[config.mk]
export PLATFORM = sky130hd
export DESIGN_NAME = websocket_frame_deframer
export DESIGN_NICKNAME = d
export VERILOG_FILES = /design/src/sv/wsd_pkg.sv /design/src/sv/websocket_frame_deframer.sv /design/src/sv/wsd_decoder.sv /design/src/sv/wsd_result_fifo.sv
export SDC_FILE = /design/constraint.sdc
export NUM_CORES = 1
export LEC_CHECK = 0
export BUFFER_PORTS_ARGS = -buffer_cell sky130_fd_sc_hd__buf_2
export CAP_MARGIN = 20
export CELL_PAD_IN_SITES_DETAIL_PLACEMENT = 0
export CELL_PAD_IN_SITES_GLOBAL_PLACEMENT = 1
export CORE_UTILIZATION = 35
export CTS_CLUSTER_DIAMETER = 40
export DETAILED_ROUTE_END_ITERATION = 6
export PLACE_DENSITY = 0.6
export SETUP_SLACK_MARGIN = 0.15
export SYNTH_ARGS = -nofsm -noshare
export SYNTH_HDL_FRONTEND = slang
export SYNTH_SLANG_ARGS = --single-unit
[constraint.sdc]
create_clock -name clk -period 4.7 [get_ports clk]
set_input_delay 0.235 -clock clk [delete_from_list [all_inputs] [get_ports clk]]
set_output_delay 0.235 -clock clk [all_outputs]
set_load 0.01 [all_outputs]
[src/sv/wsd_pkg.sv]
package wsd_pkg;

  // Result item limits
  localparam int MAX_RESULTS   = 5;
  localparam int RCOUNT_W      = $clog2(MAX_RESULTS + 1);
  localparam int FIFO_DEPTH    = 8;

  // Header field masks and codes
  localparam logic [7:0] OPCODE_MASK = 8'b0000_1111;
  localparam logic [7:0] FLAGS_MASK  = 8'b1111_0000;
  localparam logic [7:0] LEN7_MASK   = 8'b0111_1111;
  localparam logic [7:0] MASK_BIT    = 8'h80;
  localparam logic [3:0] OP_TEXT     = 4'h1;
  localparam logic [3:0] OP_CLOSE    = 4'h8;
  localparam logic [3:0] OP_PING     = 4'h9;
  localparam logic [7:0] OP_PONG     = 8'h0a;
  localparam logic [6:0] LEN_EXT16   = 7'd126;
  localparam logic [6:0] LEN_EXT64   = 7'd127;

  // Extended length byte counts, modulo eight
  localparam logic [2:0] NEED_EXT16  = 3'd2;
  localparam logic [2:0] NEED_EXT64  = 3'd0;

  typedef enum logic [2:0] {
    PH_HDR0    = 3'd0,
    PH_HDR1    = 3'd1,
    PH_EXT16   = 3'd2,
    PH_EXT64   = 3'd3,
    PH_PAYLOAD = 3'd4
  } phase_t;

  typedef enum logic [1:0] {
    CL_TEXT = 2'd0,
    CL_PING = 2'd1,
    CL_SKIP = 2'd2
  } frame_class_t;

  typedef enum logic [2:0] {
    EV_TEXT   = 3'd0,
    EV_EMPTY  = 3'd1,
    EV_PONG   = 3'd2,
    EV_CLOSED = 3'd3,
    EV_UNSUPP = 3'd4,
    EV_LENERR = 3'd5
  } event_kind_t;

  typedef struct packed {
    logic [2:0] event_kind;
    logic [7:0] data_byte;
    logic       last;
  } result_t;

  // All results caused by one received byte
  typedef struct packed {
    result_t [MAX_RESULTS-1:0] item;
    logic [RCOUNT_W-1:0]       count;
  } burst_t;

endpackage

[src/sv/websocket_frame_deframer.sv]
// Path: input register, then decoder, then the registered result queue.
// Throughput: one byte per cycle; a byte may cause up to five results, which
//   leave one per cycle from the result queue while m_tready is high, so the
//   input stalls while the queue has fewer than five free slots.
// Reset: synchronous, active high; returns to the first header byte, not closed,
//   with the input stage and result queue empty.
module websocket_frame_deframer
  import wsd_pkg::*;
#(
  parameter int DEPTH = FIFO_DEPTH
) (
  input  logic       clk,
  input  logic       rst,
  input  logic       s_tvalid,
  output logic       s_tready,
  input  logic [7:0] s_tdata,   // [7:0] rx_byte
  output logic       m_tvalid,
  input  logic       m_tready,
  output logic [7:0] m_tdata,   // [7:0] data_byte
  output logic [2:0] m_tuser,   // [2:0] event_kind
  output logic       m_tlast
);

  logic       in_valid;
  logic [7:0] in_byte;
  logic       take;
  logic       room;
  burst_t     burst;
  result_t    out_item;

  assign take     = in_valid && room;
  assign s_tready = !in_valid || take;

  // Input register
  always_ff @(posedge clk) begin
    if (rst) begin
      in_valid <= 1'b0;
    end else if (s_tvalid && s_tready) begin
      in_valid <= 1'b1;
    end else if (take) begin
      in_valid <= 1'b0;
    end
  end

  always_ff @(posedge clk) begin
    if (s_tvalid && s_tready) begin
      in_byte <= s_tdata;
    end
  end

  wsd_decoder u_decoder (
    .clk     (clk),
    .rst     (rst),
    .take    (take),
    .rx_byte (in_byte),
    .burst   (burst)
  );

  wsd_result_fifo #(
    .DEPTH (DEPTH)
  ) u_result_fifo (
    .clk       (clk),
    .rst       (rst),
    .push      (take),
    .burst     (burst),
    .room      (room),
    .out_valid (m_tvalid),
    .out_ready (m_tready),
    .out_item  (out_item)
  );

  assign m_tdata = out_item.data_byte;
  assign m_tuser = out_item.event_kind;
  assign m_tlast = out_item.last;

endmodule

[src/sv/wsd_decoder.sv]
module wsd_decoder
  import wsd_pkg::*;
(
  input  logic       clk,
  input  logic       rst,
  input  logic       take,
  input  logic [7:0] rx_byte,
  output burst_t     burst
);

  // Frame state
  phase_t       phase, phase_next;
  frame_class_t frame_class, frame_class_next;
  logic [31:0]  remaining, remaining_next;
  logic [2:0]   length_byte_index, length_byte_index_next;
  logic         closed, closed_next;

  result_t [MAX_RESULTS-1:0] res;
  logic [RCOUNT_W-1:0]       n;
  logic [3:0]                opcode;
  logic [6:0]                len7;
  logic [31:0]               rem_shift;
  logic [31:0]               rem_dec;
  logic [2:0]                idx_inc;
  logic [2:0]                need;
  logic                      hdr_done;
  logic [31:0]               hdr_rem;
  frame_class_t              hdr_class;

  assign opcode    = rx_byte[3:0] & OPCODE_MASK[3:0];
  assign len7      = rx_byte[6:0] & LEN7_MASK[6:0];
  assign rem_shift = (|remaining[31:24]) ? 32'hFFFF_FFFF : {remaining[23:0], rx_byte};
  assign rem_dec   = (remaining != 32'd0) ? remaining - 32'd1 : 32'd0;
  assign idx_inc   = length_byte_index + 3'd1;
  assign need      = (phase == PH_EXT16) ? NEED_EXT16 : NEED_EXT64;

  // Decode one byte: results and next state
  always_comb begin
    res                    = '0;
    n                      = '0;
    phase_next             = phase;
    frame_class_next       = frame_class;
    remaining_next         = remaining;
    length_byte_index_next = length_byte_index;
    closed_next            = closed;
    hdr_done               = 1'b0;
    hdr_rem                = 32'd0;
    hdr_class              = frame_class;

    if (!closed) begin
      case (phase)
        PH_HDR0: begin
          remaining_next         = 32'd0;
          length_byte_index_next = 3'd0;
          if (opcode == OP_CLOSE) begin
            closed_next = 1'b1;
            res[0]      = '{event_kind: EV_CLOSED, data_byte: 8'h00, last: 1'b0};
            n           = RCOUNT_W'(1);
          end else begin
            phase_next = PH_HDR1;
            if (opcode == OP_TEXT) begin
              frame_class_next = CL_TEXT;
            end else if (opcode == OP_PING) begin
              frame_class_next = CL_PING;
              res[0] = '{event_kind: EV_PONG,
                         data_byte: (rx_byte & FLAGS_MASK) | OP_PONG, last: 1'b0};
              n      = RCOUNT_W'(1);
            end else begin
              frame_class_next = CL_SKIP;
              res[0] = '{event_kind: EV_UNSUPP, data_byte: 8'h00, last: 1'b0};
              n      = RCOUNT_W'(1);
            end
          end
        end
        PH_HDR1: begin
          length_byte_index_next = 3'd0;
          remaining_next         = 32'd0;
          if (len7 == LEN_EXT64) begin
            if (frame_class != CL_SKIP) begin
              res[0] = '{event_kind: EV_LENERR, data_byte: 8'h00, last: 1'b0};
              n      = RCOUNT_W'(1);
            end
            frame_class_next = CL_SKIP;
            phase_next       = PH_EXT64;
          end else begin
            if (frame_class == CL_PING) begin
              res[0] = '{event_kind: EV_PONG, data_byte: rx_byte | MASK_BIT, last: 1'b0};
              n      = RCOUNT_W'(1);
            end
            if (len7 == LEN_EXT16) begin
              phase_next = PH_EXT16;
            end else begin
              remaining_next = {25'd0, len7};
              hdr_done       = 1'b1;
              hdr_rem        = {25'd0, len7};
            end
          end
        end
        PH_EXT16, PH_EXT64: begin
          if (frame_class == CL_PING) begin
            res[0] = '{event_kind: EV_PONG, data_byte: rx_byte, last: 1'b0};
            n      = RCOUNT_W'(1);
          end
          remaining_next         = rem_shift;
          length_byte_index_next = idx_inc;
          if (idx_inc == need) begin
            length_byte_index_next = 3'd0;
            hdr_done               = 1'b1;
            hdr_rem                = rem_shift;
          end
        end
        PH_PAYLOAD: begin
          remaining_next = rem_dec;
          if (frame_class == CL_TEXT) begin
            res[0] = '{event_kind: EV_TEXT, data_byte: rx_byte, last: rem_dec == 32'd0};
            n      = RCOUNT_W'(1);
          end else if (frame_class == CL_PING) begin
            res[0] = '{event_kind: EV_PONG, data_byte: rx_byte, last: rem_dec == 32'd0};
            n      = RCOUNT_W'(1);
          end
          if (rem_dec == 32'd0) begin
            phase_next = PH_HDR0;
          end
        end
        default: begin
          phase_next = PH_HDR0;
        end
      endcase

      // Header complete: mask key bytes of the pong, or the empty text event
      if (hdr_done) begin
        phase_next = (hdr_rem == 32'd0) ? PH_HDR0 : PH_PAYLOAD;
        if (hdr_class == CL_PING) begin
          for (int k = 0; k < 4; k++) begin
            res[n + RCOUNT_W'(k)] = '{event_kind: EV_PONG, data_byte: 8'h00,
                                      last: (k == 3) && (hdr_rem == 32'd0)};
          end
          n = n + RCOUNT_W'(4);
        end else if (hdr_class == CL_TEXT && hdr_rem == 32'd0) begin
          res[n] = '{event_kind: EV_EMPTY, data_byte: 8'h00, last: 1'b0};
          n      = n + RCOUNT_W'(1);
        end
      end
    end
  end

  assign burst.item  = res;
  assign burst.count = n;

  // State registers
  always_ff @(posedge clk) begin
    if (rst) begin
      phase             <= PH_HDR0;
      frame_class       <= CL_TEXT;
      remaining         <= 32'd0;
      length_byte_index <= 3'd0;
      closed            <= 1'b0;
    end else if (take) begin
      phase             <= phase_next;
      frame_class       <= frame_class_next;
      remaining         <= remaining_next;
      length_byte_index <= length_byte_index_next;
      closed            <= closed_next;
    end
  end

endmodule

[src/sv/wsd_result_fifo.sv]
module wsd_result_fifo
  import wsd_pkg::*;
#(
  parameter int DEPTH = FIFO_DEPTH
) (
  input  logic    clk,
  input  logic    rst,
  input  logic    push,
  input  burst_t  burst,
  output logic    room,
  output logic    out_valid,
  input  logic    out_ready,
  output result_t out_item
);

  localparam int PW = (DEPTH > 1) ? $clog2(DEPTH) : 1;
  localparam int SW = PW + 1;
  localparam int CW = $clog2(DEPTH + 1);

  result_t        entries [DEPTH];
  logic [PW-1:0]  wr_ptr, wr_ptr_next;
  logic [PW-1:0]  rd_ptr, rd_ptr_next;
  logic [CW-1:0]  count, count_next;
  logic [PW-1:0]  wr_idx [MAX_RESULTS];
  logic [SW-1:0]  idx_sum [MAX_RESULTS];
  logic [SW-1:0]  wr_sum;
  logic [SW-1:0]  rd_sum;
  logic [RCOUNT_W-1:0] push_n;
  logic           pop;

  assign push_n    = push ? burst.count : '0;
  assign pop       = out_valid && out_ready;
  assign out_valid = (count != '0);
  assign out_item  = entries[rd_ptr];
  assign room      = (count <= CW'(DEPTH - MAX_RESULTS));

  // Write slots for each result of the burst, wrapped at the depth
  always_comb begin
    for (int i = 0; i < MAX_RESULTS; i++) begin
      idx_sum[i] = SW'(wr_ptr) + SW'(i % DEPTH);
      if (idx_sum[i] >= SW'(DEPTH)) begin
        idx_sum[i] = idx_sum[i] - SW'(DEPTH);
      end
      wr_idx[i] = idx_sum[i][PW-1:0];
    end
  end

  // Pointer and fill count updates
  always_comb begin
    wr_sum = SW'(wr_ptr) + SW'(push_n);
    if (wr_sum >= SW'(DEPTH)) begin
      wr_sum = wr_sum - SW'(DEPTH);
    end
    wr_ptr_next = wr_sum[PW-1:0];
    rd_sum = SW'(rd_ptr) + SW'(pop);
    if (rd_sum >= SW'(DEPTH)) begin
      rd_sum = rd_sum - SW'(DEPTH);
    end
    rd_ptr_next = rd_sum[PW-1:0];
    count_next  = count + CW'(push_n) - CW'(pop);
  end

  always_ff @(posedge clk) begin
    if (rst) begin
      wr_ptr <= '0;
      rd_ptr <= '0;
      count  <= '0;
    end else begin
      wr_ptr <= wr_ptr_next;
      rd_ptr <= rd_ptr_next;
      count  <= count_next;
    end
  end

  // Result storage
  always_ff @(posedge clk) begin
    for (int i = 0; i < MAX_RESULTS; i++) begin
      if (push && (RCOUNT_W'(i) < burst.count)) begin
        entries[wr_idx[i]] <= burst.item[i];
      end
    end
  end

endmodule

==> results.rst <==
.. list-table::
   :header-rows: 1

   * - Metric
     - Value
   * - Sink count of the clock tree
     - 156
   * - Pre-antenna DRT Iters
     - 5
   * - Via-to-Cell Ratio
     - 5.58
   * - Commonest non-fill, non-tap cell in the layout
     - sky130_fd_sc_hd__nor2_1
   * - Synthesized flop and latch total
     - 156
   * - Total vias in the final route
     - 7129
   * - Clock tree from TritonCTS
     - built
   * - Number of inserted filler cells in the final layout
     - 2506
   * - Async set-or-reset flop fraction in the synthesized netlist
     - 0%
   * - Slew at the pin closest to its max-slew limit
     - 933 ps
   * - Critical path startpoint category
     - register
   * - Hold path depth
     - 3
   * - Die Outline Area
     - 26800 µm²
   * - RSZ-0062 raised after global routing
     - no
   * - Min-delay src
     - s_tvalid
   * - Number of cells upsized or downsized after cts
     - 0
   * - Antenna violations before repair
     - 0
   * - Clock period minus worst slack
     - 4200 ps
   * - Routed wire length per instance
     - 20.2 µm
   * - Number of H-tree levels
     - 4
   * - Chip Width
     - 164 µm
   * - Synth unique cells
     - 88
   * - Latest clock arrival within the worst-skew pair
     - 430 ps
   * - Total power consumption of the routed design
     - 5.79 mW
   * - Commonest cells after routing, fill and taps aside
     - 169 x sky130_fd_sc_hd__nor2_1, 104 x sky130_fd_sc_hd__edfxtp_1, 51 x sky130_fd_sc_hd__nand2_1, 51 x sky130_fd_sc_hd__dfxtp_1, 45 x sky130_fd_sc_hd__o21ai_0
   * - Synthesized area divided by synthesized cell count
     - 10.0 µm²
   * - # nets final
     - 963
   * - Number of pins exceeding their max-slew limit in the final report
     - 0
   * - Number of warning messages in the yosys log
     - 0
   * - Total inserted antenna cells
     - 0
   * - Area taken by multi-input logic gates
     - 4630 µm²
   * - Setup Total Neg Slack
     - 0 ps
   * - Highest clock rate
     - 238 MHz
   * - Post-Syn Nets
     - 941
   * - Overall Global Routing Usage
     - 20.1%
   * - Top_reg_cell synth
     - sky130_fd_sc_hd__edfxtp_1
   * - Run status
     - complete, no violations
   * - First element of the critical path
     - u_decoder.remaining[10]$_SDFFE_PP0P_
   * - Wire length of the first global-routing pass
     - 40700 µm
   * - Logic depth of the worst register-to-register path
     - 15
   * - Instance area at placement
     - 9690 µm²
   * - Routability congestion estimate
     - 0.793
   * - Share of the yosys chip area belonging to registers
     - 45.5%
   * - Post-synthesis cell count
     - 913
   * - P per Cell Area
     - 556 nW/µm²
   * - Source of the worst register-to-register timing path
     - u_decoder.remaining[10]$_SDFFE_PP0P_
   * - Max capacitance violation total
     - 0
   * - Slew headroom
     - 37.8%
   * - Flop2flop setup slack
     - 500 ps
   * - Number of buffers inserted during clock tree synthesis
     - 17
   * - Total number of placement rows
     - 58
   * - Final wirelength
     - 25800 µm
   * - ANT nets after route
     - 0
   * - Placed wire-length estimate after detailed placement
     - 17800 µm
   * - Worst hold path endpoint
     - in_valid$_SDFFE_PP0P_
   * - Post-CTS setup buffers
     - 0
   * - Largest net degree at the start of global routing
     - 53
   * - Synthesized area
     - 9150 µm²
   * - Top-level port count
     - 26
   * - Ratio of final minimum period to clock period
     - 89.3%
   * - Leak
     - 3.75 nW
   * - Data required, critical path
     - 5020 ps
   * - Final count of negative-setup-slack endpoints
     - 0
   * - Proportion of layout cells with a drive suffix above 1
     - 17.6%
   * - Maximum fanout along the worst path
     - 11
   * - Number of global-route vias before repair
     - 6917
   * - Core area
     - 25400 µm²
   * - Worst min-delay path class
     - in -> reg
   * - Final non-filler cell area
     - 10400 µm²
   * - Crit path arrival time
     - 4510 ps
   * - Total congestion overflow
     - 0
   * - Initial Utilization
     - 36.0%
   * - Clock transition at path regs
     - 70 ps
   * - Number of synthesized flops with an enable pin
     - 104
   * - # port buffers
     - 25
   * - Die Height
     - 164 µm
   * - Number of remaining DRC errors
     - 0
   * - RR Endpoint
     - u_result_fifo.count[3]$_SDFF_PP0_
   * - CP Capture Type
     - register
   * - Worst hold margin
     - 48.5 ps
   * - Clock Tree Root
     - sky130_fd_sc_hd__clkbuf_16
   * - Max VDD drop
     - 0.337 mV
   * - Number of DRC violations after detailed-routing iteration 0
     - 600
   * - Hold Fails Final Rpt
     - 0
   * - Post-CTS Hold Fix Bufs
     - 8
   * - Category of the critical setup timing path
     - reg -> reg
   * - Reg area
     - 4170 µm²
   * - Area overhead of the layout relative to synthesis
     - 13.7%
   * - Longest Clk Path Bufs
     - 2
   * - Worst setup skew after layout
     - 13.8 ps
-- metrics by stage --
step	setup WS, ps	instances	util (%)
after floorplan	470	913	-
after global placement	637	1237	38.1
after detailed placement	458	1237	38.1
after CTS	443	1277	40.9
after global routing	217	1278	41.0
final	504	1278	41.0
-- worst max-delay path, cell delays in order (launching register included) --
cell and delay (ps):
sky130_fd_sc_hd__dfxtp_1 420, sky130_fd_sc_hd__or4_4 630, sky130_fd_sc_hd__nor3_4 250, sky130_fd_sc_hd__nand4_1 230, sky130_fd_sc_hd__a22oi_1 220, sky130_fd_sc_hd__nor3b_1 210, sky130_fd_sc_hd__ha_1 240, sky130_fd_sc_hd__nor4b_1 460
sky130_fd_sc_hd__nand3_1 220, sky130_fd_sc_hd__ha_1 360, sky130_fd_sc_hd__inv_1 50, sky130_fd_sc_hd__ha_1 270, sky130_fd_sc_hd__a21o_1 170, sky130_fd_sc_hd__a21oi_1 170, sky130_fd_sc_hd__xnor2_1 130, sky130_fd_sc_hd__nor2_1 50
-- kinds of logic (layout without fill, tap and decap cells) --
family / count (synthesis) / count (layout) / synth area share (%)
xor+xnor: 21 / 21 / 2.01
mux: 54 / 54 / 9.45
fa+ha+maj: 16 / 16 / 2.35
simple gates: 373 / 373 / 21.1
flops: 156 / 156 / 45.5
compound gates: 204 / 204 / 15.7
buf+inv: 89 / 124 / 3.94
-- flip-flops by register name, summed over array words and instances, names as in the netlist --
register and cells:
u_decoder.length_byte_index 3, in_byte 8, u_result_fifo.count 4, u_result_fifo.entries 96, u_decoder.phase 3, u_result_fifo.rd_ptr 3, in_valid 1, u_decoder.closed 1
u_decoder.remaining 32, u_decoder.frame_class 2, u_result_fifo.wr_ptr 3
-- worst max-delay path by stage --
stage | end | cells past startpoint
after detailed placement | u_result_fifo.count[3]$_SDFF_PP0_ | 15
after CTS | u_result_fifo.count[3]$_SDFF_PP0_ | 15
after global routing | u_result_fifo.count[3]$_SDFF_PP0_ | 15
after global placement | u_result_fifo.count[3]$_SDFF_PP0_ | 15
after floorplan | u_result_fifo.count[3]$_SDFF_PP0_ | 16
final | u_result_fifo.count[3]$_SDFF_PP0_ | 15
-- metal layers --
layer	share of wire (%)	wire [µm]	global-route usage, %
met4	1.3	342	5.89
met1	48	12400	27.7
met2	47	12200	33.0
met3	3.4	873	2.41
met5	0	0	0
-- synth_stat cells (5+ instances only) --
cell / n / area [µm²]
sky130_fd_sc_hd__a31oi_1: 9 / 56.3
sky130_fd_sc_hd__or3_1: 10 / 62.6
sky130_fd_sc_hd__nand2_1: 51 / 191
sky130_fd_sc_hd__nand3_1: 18 / 90.1
sky130_fd_sc_hd__xor2_1: 5 / 43.8
sky130_fd_sc_hd__mux2_2: 13 / 146
sky130_fd_sc_hd__ha_1: 14 / 175
sky130_fd_sc_hd__o22ai_1: 11 / 68.8
sky130_fd_sc_hd__buf_2: 15 / 75.1
sky130_fd_sc_hd__xnor2_1: 16 / 140
sky130_fd_sc_hd__a21oi_1: 36 / 180
sky130_fd_sc_hd__o31ai_1: 12 / 90.1
sky130_fd_sc_hd__o211ai_1: 8 / 60.1
sky130_fd_sc_hd__nor2b_1: 11 / 68.8
sky130_fd_sc_hd__nor2_1: 169 / 634
sky130_fd_sc_hd__mux4_2: 24 / 541
sky130_fd_sc_hd__o211a_1: 8 / 80.1
sky130_fd_sc_hd__o21ai_0: 45 / 225
sky130_fd_sc_hd__inv_1: 23 / 86.3
sky130_fd_sc_hd__edfxtp_1: 104 / 3120
sky130_fd_sc_hd__clkbuf_1: 42 / 158
sky130_fd_sc_hd__buf_1: 6 / 22.5
sky130_fd_sc_hd__nand2b_1: 10 / 62.6
sky130_fd_sc_hd__nor4_1: 13 / 81.3
sky130_fd_sc_hd__a21o_1: 7 / 52.6
sky130_fd_sc_hd__dfxtp_1: 52 / 1040
sky130_fd_sc_hd__a22oi_1: 19 / 143
sky130_fd_sc_hd__nand4_1: 16 / 100
sky130_fd_sc_hd__and4_1: 7 / 61.3
sky130_fd_sc_hd__nor3_1: 15 / 75.1
sky130_fd_sc_hd__mux2i_1: 15 / 150
-- report_power, final --
| part | switching (mW) | internal [mW] |
|---|---|---|
| combinational | 1.50 | 0.979 |
| sequential | 0.169 | 1.67 |
| clock | 0.594 | 0.874 |
-- area by class of cell --
cell class                 instances  share of cell area [%]
clock buffer                      21                    4.43
clock inverter                    11                    1.50
inverter                          25                   0.902
multi-input combinational        668                    44.5
sequential                       156                    40.0
tap                              330                    3.97
timing repair buffer              67                    4.67
Power figures use the tool's default switching activity.
